--- src/hdl/assert_macros.svh ---
// Assertion helpers shared by the RTL.
`ifndef ASSERT_MACROS_SVH
`define ASSERT_MACROS_SVH

// Clocked implication check, gated by reset.
`define RTPM_ASSERT(label, prop, msg) \
    label: assert property (@(posedge clk) disable iff (!rst_n) prop) else $error(msg);

// Clocked invariant, gated by reset.
`define RTPM_ASSERT_ALWAYS(label, expr, msg) \
    label: assert property (@(posedge clk) disable iff (!rst_n) (expr)) else $error(msg);

`endif

--- src/hdl/rtpm_pkg.sv ---
`timescale 1ns / 1ps

package rtpm_pkg;

    localparam int CMD_W    = 2;
    localparam int PLEN_W   = 7;
    localparam int CLASS_W  = 8;
    localparam int HOP_W    = 16;
    localparam int STATUS_W = 2;

    // slave tdata layout
    localparam int IN_CMD_LO   = 0;
    localparam int IN_ADDR_LO  = 2;
    localparam int IN_ADDR_W   = 64;
    localparam int IN_PLEN_LO  = 66;
    localparam int IN_CLASS_LO = 73;
    localparam int IN_HOP_LO   = 81;
    localparam int S_TDATA_W   = 104;

    // master tdata layout
    localparam int M_TDATA_W = 24;
    localparam int M_PAD_W   = M_TDATA_W - STATUS_W - HOP_W;

    localparam logic [CMD_W-1:0] CMD_ADD    = 2'd0;
    localparam logic [CMD_W-1:0] CMD_REMOVE = 2'd1;
    localparam logic [CMD_W-1:0] CMD_LOOKUP = 2'd2;

    localparam logic [STATUS_W-1:0] ST_OK   = 2'd0;
    localparam logic [STATUS_W-1:0] ST_MISS = 2'd1;
    localparam logic [STATUS_W-1:0] ST_FULL = 2'd2;

    localparam logic [CLASS_W-1:0] CLASS_CEILING = 8'd255;

    typedef enum logic [1:0] {
        ST_IDLE,
        ST_SCAN,
        ST_SHIFT,
        ST_RESP
    } state_t;

endpackage

--- src/hdl/route_table_prefix_match.sv ---
`timescale 1ns / 1ps
// Ordered route table with prefix lookup. Each transfer on the slave
// stream is one command (add, remove, lookup) and yields exactly one transfer
// on the master stream with a status and a next hop. Routes live in a single
// port-pair RAM (one write, one registered read per cycle) and every command
// that searches walks it one entry per clock through one shared compare unit.
// A lookup keeps the entry with the lowest route_type whose prefix matches,
// and within that type the longest prefix; on a tie the earlier entry stays.
// Add appends at the fill count (status full when no room is left) and unused
// codes answer with a miss; both go straight to the response state. Lookup and
// remove issue the first read, compare every valid entry in order, see the end
// of the table, then pass through the response state back to idle. A remove
// that hits at index f scans to f and then moves every later entry down one
// place, one per clock. s_tready is high only between commands; a finished
// result sits in the master output register so the next command can be taken
// while it waits. A result that finds that register still full holds the block
// in its response state until the waiting transfer completes. Table contents
// need no clearing after reset: only entries below the fill count are ever read.

`include "assert_macros.svh"

module route_table_prefix_match #(
    parameter int MAX_ROUTES = 32,
    parameter int ADDR_BITS  = 64,
    parameter int HOP_BITS   = 16
) (
    input  logic                           clk,
    input  logic                           rst_n,
    input  logic                           s_tvalid,
    output logic                           s_tready,
    // cmd[1:0], address[65:2], pfx_len[72:66], route_type[80:73],
    // hop_in[96:81], zero fill[103:97]
    input  logic [rtpm_pkg::S_TDATA_W-1:0] s_tdata,
    output logic                           m_tvalid,
    input  logic                           m_tready,
    // status[1:0], hop_out[17:2], zero fill[23:18]
    output logic [rtpm_pkg::M_TDATA_W-1:0] m_tdata
);

    localparam int CNT_W = $clog2(MAX_ROUTES + 1);
    localparam int IDX_W = (MAX_ROUTES > 1) ? $clog2(MAX_ROUTES) : 1;
    localparam int P_LO  = ADDR_BITS;
    localparam int C_LO  = P_LO + rtpm_pkg::PLEN_W;
    localparam int H_LO  = C_LO + rtpm_pkg::CLASS_W;
    localparam int ENT_W = H_LO + HOP_BITS;

    // input field unpack
    logic [rtpm_pkg::CMD_W-1:0]   in_cmd;
    logic [ADDR_BITS-1:0]         in_addr;
    logic [rtpm_pkg::PLEN_W-1:0]  in_plen;
    logic [rtpm_pkg::CLASS_W-1:0] in_class;
    logic [31:0]                  in_hop_wide;

    assign in_cmd      = s_tdata[rtpm_pkg::IN_CMD_LO +: rtpm_pkg::CMD_W];
    assign in_addr     = s_tdata[rtpm_pkg::IN_ADDR_LO +: ADDR_BITS];
    assign in_plen     = s_tdata[rtpm_pkg::IN_PLEN_LO +: rtpm_pkg::PLEN_W];
    assign in_class    = s_tdata[rtpm_pkg::IN_CLASS_LO +: rtpm_pkg::CLASS_W];
    assign in_hop_wide = 32'(s_tdata[rtpm_pkg::IN_HOP_LO +: rtpm_pkg::HOP_W]);

    // route RAM: {hop, class, prefix, address}
    logic [ENT_W-1:0] route_mem [MAX_ROUTES];
    logic             rd_en;
    logic [IDX_W-1:0] rd_idx;
    logic [ENT_W-1:0] rd_data_reg;
    logic             wr_en;
    logic [IDX_W-1:0] wr_idx;
    logic [ENT_W-1:0] wr_data;

    always_ff @(posedge clk)
    begin
        if (wr_en)
        begin
            route_mem[wr_idx] <= wr_data;
        end
        if (rd_en)
        begin
            rd_data_reg <= route_mem[rd_idx];
        end
    end

    // control state
    rtpm_pkg::state_t state_reg, state_next;
    logic [CNT_W-1:0] count_reg, count_next;
    logic [CNT_W-1:0] idx_reg, idx_next;       // next entry to read
    logic             pv_reg, pv_next;         // rd_data_reg holds a live entry
    logic             found_reg, found_next;
    logic             m_valid_reg, m_valid_next;

    // payload
    logic [rtpm_pkg::CMD_W-1:0]    cmd_reg, cmd_next;
    logic [ADDR_BITS-1:0]          addr_reg, addr_next;
    logic [rtpm_pkg::PLEN_W-1:0]   plen_reg, plen_next;
    logic [IDX_W-1:0]              cmp_idx_reg, cmp_idx_next;
    logic [rtpm_pkg::CLASS_W-1:0]  best_class_reg, best_class_next;
    logic [rtpm_pkg::PLEN_W-1:0]   best_len_reg, best_len_next;
    logic [HOP_BITS-1:0]           best_hop_reg, best_hop_next;
    logic [rtpm_pkg::STATUS_W-1:0] res_status_reg, res_status_next;
    logic [rtpm_pkg::HOP_W-1:0]    res_hop_reg, res_hop_next;
    logic [rtpm_pkg::M_TDATA_W-1:0] m_data_reg, m_data_next;

    // entry being compared
    logic [ADDR_BITS-1:0]         e_addr;
    logic [rtpm_pkg::PLEN_W-1:0]  e_plen;
    logic [rtpm_pkg::CLASS_W-1:0] e_class;
    logic [HOP_BITS-1:0]          e_hop;
    logic [31:0]                  best_hop_wide;

    assign e_addr        = rd_data_reg[ADDR_BITS-1:0];
    assign e_plen        = rd_data_reg[P_LO +: rtpm_pkg::PLEN_W];
    assign e_class       = rd_data_reg[C_LO +: rtpm_pkg::CLASS_W];
    assign e_hop         = rd_data_reg[H_LO +: HOP_BITS];
    assign best_hop_wide = 32'(best_hop_reg);

    // shared compare unit
    logic [ADDR_BITS-1:0] addr_diff;
    logic                 prefix_hit;
    logic                 lk_elig;
    logic                 rm_match;

    assign addr_diff = e_addr ^ addr_reg;

    // top e_plen bits must agree
    always_comb
    begin
        prefix_hit = 1'b1;
        for (int k = 0; k < ADDR_BITS; k++)
        begin
            if ((k + int'(e_plen) >= ADDR_BITS) && addr_diff[k])
            begin
                prefix_hit = 1'b0;
            end
        end
    end

    assign lk_elig = (e_class <= best_class_reg)
                   && !((e_class == best_class_reg) && found_reg && (e_plen <= best_len_reg))
                   && (e_plen <= rtpm_pkg::PLEN_W'(ADDR_BITS))
                   && prefix_hit;

    assign rm_match = (e_addr == addr_reg) && (e_plen == plen_reg);

    always_ff @(posedge clk or negedge rst_n)
    begin
        if (!rst_n)
        begin
            state_reg   <= rtpm_pkg::ST_IDLE;
            count_reg   <= '0;
            idx_reg     <= '0;
            pv_reg      <= 1'b0;
            found_reg   <= 1'b0;
            m_valid_reg <= 1'b0;
        end
        else
        begin
            state_reg   <= state_next;
            count_reg   <= count_next;
            idx_reg     <= idx_next;
            pv_reg      <= pv_next;
            found_reg   <= found_next;
            m_valid_reg <= m_valid_next;
        end
    end

    always_ff @(posedge clk)
    begin
        cmd_reg        <= cmd_next;
        addr_reg       <= addr_next;
        plen_reg       <= plen_next;
        cmp_idx_reg    <= cmp_idx_next;
        best_class_reg <= best_class_next;
        best_len_reg   <= best_len_next;
        best_hop_reg   <= best_hop_next;
        res_status_reg <= res_status_next;
        res_hop_reg    <= res_hop_next;
        m_data_reg     <= m_data_next;
    end

    always_comb
    begin
        state_next      = state_reg;
        count_next      = count_reg;
        idx_next        = idx_reg;
        pv_next         = pv_reg;
        found_next      = found_reg;
        cmd_next        = cmd_reg;
        addr_next       = addr_reg;
        plen_next       = plen_reg;
        cmp_idx_next    = cmp_idx_reg;
        best_class_next = best_class_reg;
        best_len_next   = best_len_reg;
        best_hop_next   = best_hop_reg;
        res_status_next = res_status_reg;
        res_hop_next    = res_hop_reg;
        m_data_next     = m_data_reg;
        m_valid_next    = m_valid_reg && !m_tready;

        s_tready = (state_reg == rtpm_pkg::ST_IDLE);
        rd_en    = 1'b0;
        rd_idx   = idx_reg[IDX_W-1:0];
        wr_en    = 1'b0;
        wr_idx   = count_reg[IDX_W-1:0];
        wr_data  = {in_hop_wide[HOP_BITS-1:0], in_class, in_plen, in_addr};

        // read issue, shared by scan and shift
        if ((state_reg == rtpm_pkg::ST_SCAN) || (state_reg == rtpm_pkg::ST_SHIFT))
        begin
            if (idx_reg < count_reg)
            begin
                rd_en        = 1'b1;
                pv_next      = 1'b1;
                cmp_idx_next = idx_reg[IDX_W-1:0];
                idx_next     = idx_reg + 1'b1;
            end
            else
            begin
                pv_next = 1'b0;
            end
        end

        unique case (state_reg)
            rtpm_pkg::ST_IDLE:
            begin
                if (s_tvalid)
                begin
                    cmd_next        = in_cmd;
                    addr_next       = in_addr;
                    plen_next       = in_plen;
                    idx_next        = '0;
                    pv_next         = 1'b0;
                    found_next      = 1'b0;
                    best_class_next = rtpm_pkg::CLASS_CEILING;
                    best_len_next   = '0;
                    best_hop_next   = '0;
                    res_hop_next    = '0;
                    priority if (in_cmd == rtpm_pkg::CMD_ADD)
                    begin
                        if (count_reg < CNT_W'(MAX_ROUTES))
                        begin
                            wr_en           = 1'b1;
                            count_next      = count_reg + 1'b1;
                            res_status_next = rtpm_pkg::ST_OK;
                        end
                        else
                        begin
                            res_status_next = rtpm_pkg::ST_FULL;
                        end
                        state_next = rtpm_pkg::ST_RESP;
                    end
                    else if ((in_cmd == rtpm_pkg::CMD_REMOVE)
                             || (in_cmd == rtpm_pkg::CMD_LOOKUP))
                    begin
                        state_next = rtpm_pkg::ST_SCAN;
                    end
                    else
                    begin
                        res_status_next = rtpm_pkg::ST_MISS;
                        state_next      = rtpm_pkg::ST_RESP;
                    end
                end
            end

            rtpm_pkg::ST_SCAN:
            begin
                priority if (pv_reg && (cmd_reg == rtpm_pkg::CMD_REMOVE))
                begin
                    // first hit: start moving later entries down
                    if (rm_match)
                    begin
                        state_next = rtpm_pkg::ST_SHIFT;
                    end
                end
                else if (pv_reg)
                begin
                    if (lk_elig)
                    begin
                        found_next      = 1'b1;
                        best_class_next = e_class;
                        best_len_next   = e_plen;
                        best_hop_next   = e_hop;
                    end
                end
                else if (idx_reg >= count_reg)
                begin
                    res_status_next = found_reg ? rtpm_pkg::ST_OK : rtpm_pkg::ST_MISS;
                    res_hop_next    = found_reg ? best_hop_wide[rtpm_pkg::HOP_W-1:0] : '0;
                    state_next      = rtpm_pkg::ST_RESP;
                end
            end

            rtpm_pkg::ST_SHIFT:
            begin
                if (pv_reg)
                begin
                    wr_en   = 1'b1;
                    wr_idx  = cmp_idx_reg - 1'b1;
                    wr_data = rd_data_reg;
                end
                else if (idx_reg >= count_reg)
                begin
                    count_next      = count_reg - 1'b1;
                    res_status_next = rtpm_pkg::ST_OK;
                    res_hop_next    = '0;
                    state_next      = rtpm_pkg::ST_RESP;
                end
            end

            rtpm_pkg::ST_RESP:
            begin
                if (!m_valid_reg || m_tready)
                begin
                    m_valid_next = 1'b1;
                    m_data_next  = {{rtpm_pkg::M_PAD_W{1'b0}}, res_hop_reg, res_status_reg};
                    state_next   = rtpm_pkg::ST_IDLE;
                end
            end
        endcase
    end

    assign m_tvalid = m_valid_reg;
    assign m_tdata  = m_data_reg;

    // fill count stays within the table
    `RTPM_ASSERT_ALWAYS(a_count_bound, count_reg <= CNT_W'(MAX_ROUTES), "route count overflow")

    // a shift write never lands below entry zero
    `RTPM_ASSERT(a_shift_dst, (state_reg == rtpm_pkg::ST_SHIFT && pv_reg) |-> (cmp_idx_reg != '0), "shift write underflow")

    // an accepted add with room grows the table by one
    `RTPM_ASSERT(a_add_grow, (s_tvalid && s_tready && in_cmd == rtpm_pkg::CMD_ADD && count_reg < CNT_W'(MAX_ROUTES)) |=> (count_reg == $past(count_reg) + 1'b1), "add did not grow table")

endmodule
--- config.mk ---
export PLATFORM = sky130hd
export DESIGN_NAME = route_table_prefix_match
export DESIGN_NICKNAME = d
export VERILOG_FILES = /design/src/hdl/rtpm_pkg.sv /design/src/hdl/route_table_prefix_match.sv
export VERILOG_INCLUDE_DIRS = /design/src /design/src/hdl
export SDC_FILE = /design/constraint.sdc
export NUM_CORES = 2
export LEC_CHECK = 0
export BUFFER_PORTS_ARGS = -buffer_cell sky130_fd_sc_hd__buf_2
export CAP_MARGIN = 25
export CORE_MARGIN = 4
export CORE_UTILIZATION = 50
export CTS_BUF_LIST = sky130_fd_sc_hd__clkbuf_4 sky130_fd_sc_hd__clkbuf_8 sky130_fd_sc_hd__clkbuf_16
export DETAILED_ROUTE_END_ITERATION = 8
export PLACE_DENSITY = 0.73
export SLEW_MARGIN = 20
export SYNTH_ARGS = -nofsm -noshare
export SYNTH_HDL_FRONTEND = slang
export SYNTH_SLANG_ARGS = --single-unit
--- constraint.sdc ---
create_clock -name clk -period 18.7 [get_ports clk]
set_clock_uncertainty 0.15 [all_clocks]
set_input_delay 2.805 -clock clk [delete_from_list [all_inputs] [get_ports clk]]
set_output_delay 2.805 -clock clk [all_outputs]
set_load 0.05 [all_outputs]
# Word-level counts from Yosys, hierarchy flattened
# Memories as Yosys holds them, arrays and structs flattened. A register that Yosys moved wholly into a read port is not among the register bits.
# Index checks and enable logic that the tools add are counted.
# classes
muxes	139
eq_ne	22
n_reduce_logical	91
n_lt_le_gt_ge	70
n_addsub	67
n_bitwise	1
# op_table
cell	count
$ge A8 B7 Y1 const B	63
$add A6 B7 Y8 const A	32
$mux W95	2
$mux W16	10
$add A5 B7 Y8 const A	16
$mux W1	82
$logic_and A1 B1 Y1	72
$add A4 B7 Y8 const A	8
$eq A64 B64 Y1	1
$xor A64 B64 Y64	1
$mux W6	9
$pmux W16 S3	1
$mux W2	17
$add A3 B7 Y8 const A	4
$mux W8	4
$pmux W16 S2	1
$mux W7	4
$add A2 B7 Y8 const A	2
$pmux W8 S2	1
$ne A2 B2 Y1 const B	7
$pmux W7 S2	1
$add A6 B1 Y6 const B	2
$pmux W6 S2	1
$mux W5	2
other kinds (30)	47
# totals
out_inout_bits	26
word_cells	407
mem_bits_rw	3040
mem_count	1
input_bits	108
register_bits	162
# memory_table
name	words	width	rd	rd_clocked_by_memory_dff	wr	line_no	rtl
route_mem	32	95	1	1	1	route_table_prefix_match.sv:61	logic [ENT_W-1:0] route_mem [MAX_ROUTES];

# Depth between registers and ports, before layout
# logic_depth
word_depth	71
ltp_mapped	15
ltp_nobuf	10

# Worst setup path before layout
# No wires, ideal clock.
# synth_timing
path_type	input-to-reg
from	input s_tvalid
to	memory route_mem[19][0] in the netlist's numbering, enable pin
arrival_time_ps	8601
stages	5
slack_ps	9399
path_buffers	0
setup_ps	550
required_time_ps	18000
path_cell_list	nand2_1 clkinv_1 and3_1 a41oi_1 nor2_1
# synth_between
elab_chain_len	4
# synth_lines
element	line_no	rtl
start, declared	route_table_prefix_match.sv:29	input logic s_tvalid,
$mux W1	route_table_prefix_match.sv:223	if (s_tvalid)
$pmux W1 S2	route_table_prefix_match.sv:220	unique case (state_reg)
$mux W1	route_table_prefix_match.sv:71	if (wr_en)
$mux W1 (implied by the code)	route_table_prefix_match.sv:73	route_mem[wr_idx] <= wr_data;
end, declared	route_table_prefix_match.sv:61	
# Every way passes these cells.

# Final worst setup path
# layout_timing
from	input s_tvalid
to	memory route_mem[12][0] in the netlist's numbering, enable pin
# Same word-level chain as after synthesis.

==> results_tabular.tex <==
\begin{tabular}{lr}
\hline
Metric & Value \\
\hline
\multicolumn{2}{l}{\textbf{Clock network}} \\
Clock transition at the registers of the reported paths & 0.06 ns \\
PostCTS Resize Cnt & 0 \\
Number of H-tree levels & 5 \\
Number of buffers inserted during clock tree synthesis & between 300 and 400 \\
TritonCTS clock tree & built \\
Buffer depth of the longest clock path & 4 \\
Clk sink count & between 3000 and 4000 \\
Post-CTS Setup Repair Bufs & 0 \\
Clock latency on the worst-skew pair & 0.96 ns \\
Post-cts hold buffer count & 0 \\
Root buffer selected by CTS & clkbuf\_16 \\
\multicolumn{2}{l}{\textbf{Worst setup path}} \\
Crit-path most repeated cell & buf\_4 \\
Critical-path cell list & buf\_2 > nand2\_1 > inv\_6 > nand3\_1 > nor2\_1 > a32oi\_1 > buf\_4 > nor2\_4 > buf\_4 > buf\_4 \\
Top cell family by delay on the critical path & buffers and inverters \\
Critical setup path kind & primary input to flip-flop \\
Depth of the critical timing path with buffers and inverters included & 10 \\
Worst path buffer plus inverter count & 5 \\
CP endpoint kind & flip-flop \\
R2R depth & 11 \\
Worst path max stage delay & a little over 0.9 ns \\
Critical Path AT & a little under 7 ns \\
Kind of start point of the critical path & primary input \\
Required arrival time at the worst endpoint & roughly 19 ns \\
Critical path peak fanout & 42 \\
Slowest-stage cell, CP & buf\_4 \\
\multicolumn{2}{l}{\textbf{STA}} \\
Unrepaired setup endpoints after global routing & no \\
Slew HR & 0.221 \\
Hold Violations, Final & 0 \\
Final-report setup violation count & 0 \\
Tcrit/Tclk final & 0.348 \\
Final critical path time including I/O delays and setup & 6.52 ns \\
Final Slew Violations & 0 \\
Worst Tran Pin Value & 1.17 ns \\
Total negative setup slack & 0 ns \\
Maximum operating frequency & between 0.15 and 0.2 GHz \\
\multicolumn{2}{l}{\textbf{Drt}} \\
Number of DRC markers after the initial detailed-route iteration & 9330 \\
Routed len/inst & 34.8 um \\
Antenna violation net count after detailed routing & 0 \\
DR pass1 iterations & 6 \\
Drt drc & 0 \\
DR vias/cell & around 6.5 \\
Sum of routed wire length over all layers & between 300000 and 400000 um \\
Via count & between 60000 and 70000 \\
\multicolumn{2}{l}{\textbf{Yosys}} \\
Mean area per synthesized cell & 23.5 sq um \\
Number of unique standard cell types used by synthesis & 76 \\
Flop and latch count out of synthesis & 3297 \\
Warning count from the yosys run & 0 \\
Count of flip-flops with a built-in enable after synthesis & around 3300 \\
Yosys top cell by area & edfxtp\_1 \\
Ranking of synthesized cells by area & edfxtp\_1, mux4\_2, mux2\_2 \\
Number of cells produced by synthesis & 5484 \\
Area share of the largest cell type after synthesis & 0.765 \\
Seq/Total Area, Yosys & 0.769 \\
Most used flip-flop cell after synthesis & edfxtp\_1 \\
Post-synthesis cell area & around 0.13 sq mm \\
FFs w/ async S/R, synth & 0.00516 \\
\multicolumn{2}{l}{\textbf{Layout}} \\
Largest register FFs & 3040 \\
Count of nets after finishing & around 6000 \\
Area of all placed cells without fillers & about 0.14 sq mm \\
Most frequent standard cell in the layout excluding fill and tap cells & edfxtp\_1 \\
Area overhead of the layout relative to synthesis & 12.3\% \\
Most frequent cells in the layout & edfxtp\_1, mux4\_2, clkbuf\_16, mux2\_2, buf\_4 \\
Layout cells sized above 1 & 0.330 \\
\multicolumn{2}{l}{\textbf{Placed design}} \\
Hpwl dp & roughly 170000 um \\
Standard cell area after detailed placement & roughly 0.13 sq mm \\
Routability-driven placement congestion ratio & 0.934 \\
Number of buffers added on ports & 120 \\
\multicolumn{2}{l}{\textbf{Worst hold path}} \\
Cell depth of the worst hold path & 0 \\
Tightest Hold Check Type & flip-flop to flip-flop \\
\multicolumn{2}{l}{\textbf{Global routing}} \\
Number of antenna violations at the first check in global routing & 20 \\
First-pass GRT wire length & $\sim$470000 um \\
Vias in the first global route & 62400 \\
Sum of overflow across all layers after global routing & 0 \\
Maximum number of pins on one net before global-route repair & 140 \\
Total routing resource utilization after global routing & 0.248 \\
\multicolumn{2}{l}{\textbf{Pwr}} \\
Peak supply drop & around 0.18 mV \\
Leakage & between 40 and 50 nW \\
Total power density per cell area & between 100 and 150 mW/mm\^{}2 \\
\multicolumn{2}{l}{\textbf{Run}} \\
Max-cap violations & 0 \\
\multicolumn{2}{l}{\textbf{Floorplan}} \\
Number of top-level design ports & about 130 \\
Initial cell density of the core & 0.505 \\
Core Area & approximately 0.26 sq mm \\
Width of the die & between 500 and 600 um \\
Number of rows created at floorplan & approximately 190 \\
Area enclosed by the die boundary & 0.266 sq mm \\
Y dimension of the die & around 520 um \\
\multicolumn{2}{l}{\textbf{Status}} \\
Status & completed \\
\hline
\end{tabular}
[Yosys cell counts, drive strengths merged, types with 30 or more instances]
cell and count:
a21oi 68, and2 30, buf 135, clkbuf 158, edfxtp 3280, ha 51, inv 48, mux2 183
mux4 950, nand2 62, nor2 74, o21ai 39, xnor2 56, xor2 43
[final timing paths]
path | start | endpoint | slack (ns)
worst max-delay path | s_tvalid | route_mem[12][0]$_DFFE_PP_ | 12.18
worst min-delay path | res_hop_reg[4]$_SDFFCE_PN0P_ | m_tdata[6]$_DFFE_PP_ | 0.26
worst max register to register | rd_data_reg[69]$_DFFE_PP_ | best_class_reg[2]$_SDFFCE_PN1P_ | 12.60
worst min register to register | res_hop_reg[4]$_SDFFCE_PN0P_ | m_tdata[6]$_DFFE_PP_ | 0.26
max in group asynchronous | rst_n | idx_reg[0]$_DFF_PN0_ | 16.40
min in group asynchronous | rst_n | m_tvalid$_DFF_PN0_ | 1.65
[worst reg2reg max path, stage by stage, from the launching register on]
cell and delay (ns):
edfxtp_1 0.35, buf_4 0.30, inv_1 0.59, ha_1 0.76, a21oi_1 0.20, a21o_1 0.24, a2111oi_0 0.94, nand4_1 0.23
nor4_1 0.60, nand4_1 0.66, o21ai_4 0.52, buf_16 0.24
[where the power goes]
part | leakage (nW) | internal [mW] | switching [mW] | total (mW)
combinational | 9.69 | 2.35 | 3.28 | 5.63
clock | 5.25 | 3.73 | 2.67 | 6.40
sequential | 29.8 | 9.14 | 0.268 | 9.40
[metal layers]
layer,vias to the layer above,global-route usage,part of all wire
met2,3725,0.396,0.49
met4,10,0.0899,0.039
met5,-,0,0.00016
met3,678,0.0427,0.091
li1,24100,-,-
met1,33100,0.349,0.38
[cell type report]
| type | instances | area (sq um) |
|---|---|---|
| Tap cell | 3366 | 4210 |
| Antenna cell | 12 | 30.0 |
| Sequential cell | 3297 | 98900 |
| Inverter | 50 | 200 |
| Multi-Input combinational cell | 1849 | 28600 |
| Timing Repair Buffer | 293 | 2140 |
| Clock buffer | 416 | 9180 |
| Clock inverter | 165 | 1270 |
| Fill cell | 18000 | 111000 |
[metrics by stage]
stage                     cells   util  hold WS, ns  power, mW  setup WS, ns
after floorplan            5489      -        0.250       13.4          9.40
after global placement     8841  0.525        0.261       15.0         11.33
after detailed placement   8851  0.525        0.255       15.1         11.31
after CTS                  9432  0.566        0.267       21.5         12.25
after global routing       9441  0.567        0.272       22.2         12.16
final                      9448  0.567        0.265       21.4         12.18
[cells by family (layout without fill, tap and decap cells)]
family | count (synthesis) | in the layout | share of synthesized area
flops | 3297 | 3297 | 0.769
mux | 1135 | 1135 | 0.182
buf+inv | 343 | 924 | 0.0117
simple gates | 310 | 310 | 0.0125
compound gates | 247 | 247 | 0.0129
xor+xnor | 99 | 99 | 0.00674
fa+ha+maj | 52 | 52 | 0.00511
other cells | 1 | 18 | 0.0000291
Note: power is estimated with default switching activity, not from simulation.
